File: config.mk
export PLATFORM = sky130hd
export DESIGN_NAME = lcas_row_rule
export DESIGN_NICKNAME = d
export VERILOG_FILES = /design/src/sv/lcas_pkg.sv /design/src/sv/lcas_row_rule.sv
export SDC_FILE = /design/constraint.sdc
export NUM_CORES = 1
export LEC_CHECK = 0
export BUFFER_PORTS_ARGS = -buffer_cell sky130_fd_sc_hd__buf_2
export CORE_MARGIN = 4
export CORE_UTILIZATION = 60
export DETAILED_ROUTE_END_ITERATION = 8
export PLACE_DENSITY_LB_ADDON = 0.3
export SETUP_SLACK_MARGIN = 0.05
export SYNTH_ARGS = -nofsm -noshare
export SYNTH_HDL_FRONTEND = slang
export SYNTH_SLANG_ARGS = --single-unit
export TNS_END_PERCENT = 20
File: constraint.sdc
create_clock -name vclk -period 9.7
set_clock_uncertainty 0.15 [all_clocks]
set_input_delay 1.455 -clock vclk [all_inputs]
set_output_delay 1.455 -clock vclk [all_outputs]
set_load 0.02 [all_outputs]
File: src/sv/lcas_pkg.sv
package lcas_pkg;

    localparam int LCAS_MAX_COLS = 64;
    localparam int LCAS_MAX_ROWS = 64;

    localparam int CFG_W = 7;

    // register indexes on the config port
    localparam logic CFG_GRID_WIDTH  = 1'b0;
    localparam logic CFG_GRID_HEIGHT = 1'b1;

    // opcodes
    localparam logic [1:0] OP_WRITE   = 2'd0;
    localparam logic [1:0] OP_READ    = 2'd1;
    localparam logic [1:0] OP_ADVANCE = 2'd2;

    // neighbor counts of the rule
    localparam logic [3:0] BIRTH_COUNT = 4'd3;
    localparam logic [3:0] KEEP_COUNT  = 4'd2;

endpackage

File: src/sv/lcas_row_rule.sv
module lcas_row_rule
    import lcas_pkg::*;
#(
    parameter int MAX_COLS = LCAS_MAX_COLS
)
(
    input  logic [MAX_COLS-1:0]               top,
    input  logic [MAX_COLS-1:0]               mid,
    input  logic [MAX_COLS-1:0]               bot,
    input  logic [$clog2(MAX_COLS+1)-1:0]     width,
    output logic [MAX_COLS-1:0]               next_row,
    output logic                              changed
);

    localparam int COL_CNT_W = $clog2(MAX_COLS + 1);
    localparam int COL_AW    = $clog2(MAX_COLS);

    logic [COL_AW-1:0] last_idx;
    logic              top_last;
    logic              mid_last;
    logic              bot_last;

    assign last_idx = COL_AW'(width - COL_CNT_W'(1));
    assign top_last = top[last_idx];
    assign mid_last = mid[last_idx];
    assign bot_last = bot[last_idx];

    for (genvar c = 0; c < MAX_COLS; c++)
    begin : g_col
        localparam int LI = (c == 0) ? 0 : c - 1;
        localparam int RI = (c == MAX_COLS - 1) ? 0 : c + 1;

        logic       at_last;
        logic       used;
        logic       tl, tr, ml, mr, bl, br;
        logic [3:0] cnt;
        logic       live;

        assign at_last = (COL_CNT_W'(c) == width - COL_CNT_W'(1));
        assign used    = (COL_CNT_W'(c) < width);

        // column wrap: left of column 0 is the last used column, right of it is column 0
        assign tl = (c == 0) ? top_last : top[LI];
        assign ml = (c == 0) ? mid_last : mid[LI];
        assign bl = (c == 0) ? bot_last : bot[LI];
        assign tr = at_last ? top[0] : top[RI];
        assign mr = at_last ? mid[0] : mid[RI];
        assign br = at_last ? bot[0] : bot[RI];

        assign cnt = 4'(tl) + 4'(top[c]) + 4'(tr) + 4'(ml) + 4'(mr)
                   + 4'(bl) + 4'(bot[c]) + 4'(br);
        assign live = (cnt == BIRTH_COUNT) || ((cnt == KEEP_COUNT) && mid[c]);
        assign next_row[c] = used ? live : mid[c];
    end

    assign changed = |(next_row ^ mid);

endmodule

Yosys cells after proc, flatten, opt, wreduce, memory -nomap -nowiden --
Index checks and enable logic that the tools add are counted.
Operators by class: add/subtract/negate cells 449, $lt $le $gt $ge 65, equality and inequality tests 190, multiplexer cells 259, bitwise logic cells 1, reductions and logical operators 130
Operator list (count):
- $add A4 B1 Y4 | 256
- $eq A4 B2 Y1 const B | 128
- $add A3 B1 Y4 | 64
- $mux W1 | 256
- $lt A6 B7 Y1 const A | 32
- $eq A6 B7 Y1 const A | 31
- $add A2 B1 Y3 | 64
- $add A1 B1 Y2 | 64
- $eq A5 B7 Y1 const A | 16
- $lt A5 B7 Y1 const A | 16
- $logic_and A1 B1 Y1 | 64
- $logic_or A1 B1 Y1 | 64
- $reduce_or A64 Y1 | 1
- $xor A64 B64 Y64 | 1
- $eq A4 B7 Y1 const A | 8
- $lt A4 B7 Y1 const A | 8
- $eq A3 B7 Y1 const A | 4
- $lt A3 B7 Y1 const A | 4
- $bmux W1 S6 | 3
- $eq A2 B7 Y1 const A | 2
- $lt A1 B7 Y1 const A | 2
- $lt A2 B7 Y1 const A | 2
- $eq A1 B7 Y1 const A | 1
- $logic_not A7 Y1 | 1
- 2 further kinds | 2
Word-level totals: bits in registers 0, bits of input ports 199, logic and storage cells 1094

Longest topological paths before layout --
depth after elaboration 16, mapped depth 26, gate-level depth less buffers 22

Worst setup path after synthesis --
OpenSTA, ideal clock, no wires.
path kind input port to output port, start in width[0], end out changed, data arrival time 7547 ps, data required time 8095 ps, path slack 548 ps, stages on the path 26, path buffers 5, cells stage by stage buf_2 > buf_1 > inv_1 > ha_1 > buf_2 > buf_1 > clkbuf_1 > mux4_2 > nand2_1 > nand3_1 > a311oi_1 > a21oi_1 > fa_1 > inv_1 > fa_1 > fa_1 > inv_1 > ha_1 > fa_1 > nand3_1 > o21ai_0 > nand2_1 > nand4bb_1 > nand4_1 > nor4_1 > nand4_1
On the way: word-level cells in the longest chain between the ends 16, elaborated cells between the ends (all ways) 1020
Ends and longest elaborated chain:
- start: declaration | RTL line lcas_row_rule.sv:10 | input logic [$clog2(MAX_COLS+1)-1:0] width,
- $sub A7 B1 Y7
- $bmux W1 S6 | RTL line lcas_row_rule.sv:24 | assign top_last = top[last_idx];
- $mux W1 (not written as such) | RTL line lcas_row_rule.sv:24
- $add A1 B1 Y2 | RTL line lcas_row_rule.sv:50 | assign cnt = 4'(tl) + 4'(top[c]) + 4'(tr) + 4'(ml) + 4'(mr)
- $add A2 B1 Y3 | RTL line lcas_row_rule.sv:50
- $add A3 B1 Y4 | RTL line lcas_row_rule.sv:50
- $add A4 B1 Y4 | RTL line lcas_row_rule.sv:50
- $add A4 B1 Y4 (3 in series) | RTL line lcas_row_rule.sv:51 | + 4'(bl) + 4'(bot[c]) + 4'(br);
- $eq A4 B2 Y1 | RTL line lcas_row_rule.sv:52 | assign live = (cnt == BIRTH_COUNT) || ((cnt == KEEP_COUNT) && mid[c]);
- $logic_and A1 B1 Y1 | RTL line lcas_row_rule.sv:52
- $logic_or A1 B1 Y1 | RTL line lcas_row_rule.sv:52
- $mux W1 | RTL line lcas_row_rule.sv:53 | assign next_row[c] = used ? live : mid[c];
- $xor A64 B64 Y64 * | RTL line lcas_row_rule.sv:56 | assign changed = |(next_row ^ mid);
- $reduce_or A64 Y1 * | RTL line lcas_row_rule.sv:56
- end: declaration | RTL line lcas_row_rule.sv:12 | output logic changed
Every way passes the cells marked *; elsewhere a longest branch is shown, timed or not. The select of a mux whose other input is x is not followed.

Final worst setup path --
start in width[1], end out changed
Same word-level chain as after synthesis.

==> run summary <==
================================================================================
Run status ........................................................    completed
DP Wirelength .....................................................      51.6 mm
Pre-CTS worst setup slack .........................................     0.474 ns
Unique masters post-synth .........................................           71
Final number of max-transition violations .........................            0
Critical path start-end classification ............................       in2out
Share of the yosys chip area belonging to registers ...............           0%
DRC violations left ...............................................            0
Max-cap violations ................................................            0
First-pass GRT wire length ........................................      95.2 mm
Data required, critical path ......................................      8.10 ns
Critical Path End Type ............................................  output port
Number of warnings issued by yosys ................................            0
Total GRT Usage ...................................................        40.0%
RePlAce Congestion ................................................         1.04
Number of buffers added on ports ..................................          264
Average footprint of a synthesized cell ...........................   9.18 sq um
Hold violation count in the final report ..........................            0
Slew @ Worst Pin ..................................................     0.912 ns
Post-layout net count .............................................         2689
Worst min-delay path category .....................................       in2out
Share of the core filled with cells in the final layout ...........        67.7%
Cells traversed along the worst timing path ....................... buf_2 > or3_4 > or2_4 > nor2_4 > nor3b_1 > o21bai_2 > nor2_1 > mux2i_1 > fa_1 > inv_1 > fa_1 > ha_1 > fa_1 > or2_2 > a21oi_1 > nor3b_1 > nor4_1 > nand4_1 > nor4_1 > nand4_1 > buf_2
Share of the synthesized area in the top cell type ................        31.0%
Effective utilization at floorplan ................................        61.2%
CTS Hold Bufs .....................................................            0
Layout-stage area growth over the synthesis result ................        10.7%
Height of the die .................................................  174 microns
Pwr/cell area .....................................................  117 nW/um^2
Routed via count divided by cell count ............................         6.61
Crit path arrival time ............................................      7.70 ns
Total power draw ..................................................      2.14 mW
Cell leakage power ................................................      8.58 nW
Max stage delay cell, worst path .................................. sky130_fd_sc_hd__o21bai_2
Initial antenna violation count ...................................            3
Die Outline Area ..................................................  30300 sq um
Number of instances resized during post-cts repair ................            0
Top cells by area in the synthesized netlist ...................... sky130_fd_sc_hd__fa_1 31%, sky130_fd_sc_hd__ha_1 15%, sky130_fd_sc_hd__mux2i_1 8.5%
Drt initial violations ............................................         1514
Buf/Inv on CP .....................................................            3
Commonest cells in the synthesized netlist ........................ 256 x sky130_fd_sc_hd__fa_1, 214 x sky130_fd_sc_hd__inv_1, 198 x sky130_fd_sc_hd__ha_1, 148 x sky130_fd_sc_hd__a21oi_1, 140 x sky130_fd_sc_hd__mux2i_1
Number of sequential cells in the layout ..........................            0
Highest clock frequency the design can meet .......................    0.108 GHz
Most used cell along the critical path ............................ sky130_fd_sc_hd__fa_1
Smallest setup slack after layout .................................     0.399 ns
Category of the worst setup path launch point ..................... primary input
Cells after synthesis .............................................         1801
Shortest period the worst path allows .............................      9.30 ns
Placeable core region .............................................  27000 sq um
RSZ-0062 raised after global routing ..............................        false
Std-Cell Rows .....................................................           60
Worst slew margin relative to its limit ...........................        39.2%
Slowest Stage Delay on Critical Path ..............................      0.72 ns
Library cell with the largest summed area after synthesis ......... sky130_fd_sc_hd__fa_1
DRT antenna net count .............................................            0
Fraction of final layout cells with drive strength greater than 1 .        23.3%
Routed via count ..................................................        15700
Wire length after detailed routing ................................      61.2 mm
Cell area after synthesis .........................................  16500 sq um
I/O Pins ..........................................................          264
CLK BUF ...........................................................            0
Die extent in x ...................................................  174 microns
Worst ir drop on vdd ..............................................      98.5 uV
Reg area ..........................................................      0 sq um
Total overflow reported by the global router ......................            0
Final-report setup violation count ................................            0
Number of nets in the synthesized netlist .........................         2454
Top delay family on crit path ..................................... simple AND/OR/NAND/NOR gates
Largest driver fanout on the critical path ........................           15
Post-CTS Setup Inserts ............................................            0
Detailed-routing iteration count for the pre-antenna-repair pass ..            6
Number of fill cells ..............................................         2195
Vias in the first global route ....................................        16200
Post-route fraction of the period consumed by the critical path ...        95.9%
Routed wirelength normalized by instance count .................... 25.7 microns
Most frequent cell after synthesis ................................ sky130_fd_sc_hd__fa_1
Total negative slack ..............................................         0 ns
Maximum number of pins on one net before global-route repair ......           40
================================================================================
==> per-stage QoR <==
stage / area [sq um] / hold slack (ns) / cells
4_1_cts: 18300 / 3.18 / 2375
5_1_grt: 18300 / 3.20 / 2377
2_1_floorplan: 16500 / 2.94 / 1801
3_5_place_dp: 18300 / 3.18 / 2375
6_report: 18300 / 3.18 / 2378
3_3_place_gp: 18300 / 3.18 / 2375
==> layout make-up <==
type | instances | area (sq um) | area share (%)
Tap cell | 341 | 427 | 2.33
Inverter | 214 | 803 | 4.39
Multi-Input combinational cell | 1522 | 15500 | 84.5
Antenna cell | 3 | 7.51 | 0.0410
Timing Repair Buffer | 298 | 1600 | 8.77
==> where the power goes <==
| group | leakage, nW | switching (mW) | total, mW | internal [mW] |
|---|---|---|---|---|
| registers | 0 | 0 | 0 | 0 |
| logic | 8.58 | 1.30 | 2.14 | 0.847 |
| clock network | 0.0000190 | 0 | 0.0000000414 | 0.0000000414 |
==> logic make-up (layout without fill, tap and decap cells) <==
family / count (synthesis) / count (layout) / share of synthesized area (%)
other: 0 / 3 / 0
AO/OA/AOI/OAI: 304 / 304 / 10.9
adder cells (fa/ha/maj): 454 / 454 / 46.0
multiplexers: 267 / 267 / 20.4
XOR/XNOR: 22 / 22 / 1.26
AND/OR/NAND/NOR: 475 / 475 / 14.9
buffers and inverters: 279 / 512 / 6.62
==> per-layer routing <==
metal  part of all wire (%)  wire length, microns  up-vias  GRT usage, %
met2                     46                 28200      967          64.9
met4                    4.7                  2880        2          13.8
met1                     39                 23800     7763          54.6
met5                  0.021                    13        -             0
met3                     10                  6310      185          6.85
li1                       -                     -     6806             -
==> cells in the final DEF, fill, tap and decap left out, drive strengths merged, types with 3 or more instances in the layout <==
cell type	count
or3	8
diode	3
or2	21
and2	8
nor2b	6
mux2	79
nor3	14
and3	42
a32oi	4
ha	198
o221ai	19
nand4	8
inv	214
o211ai	5
o211a	3
o21bai	3
mux2i	140
a21o	3
xnor2	17
nor4	7
nor2	116
fa	256
nand2	133
mux4	48
a21oi	148
a311oi	11
o21ai	73
nand4b	5
nand2b	10
buf	298
nand3b	14
xor2	5
nand3	66
a31oi	10
o22ai	4
nor3b	12
==> path summary, 6_finish.rpt <==
kind                      endpoint  depth (start not counted)      from
worst max-delay path       changed                         21  width[1]
worst min-delay path  next_row[34]                          4   mid[34]
(Power assumes the default switching activity.)
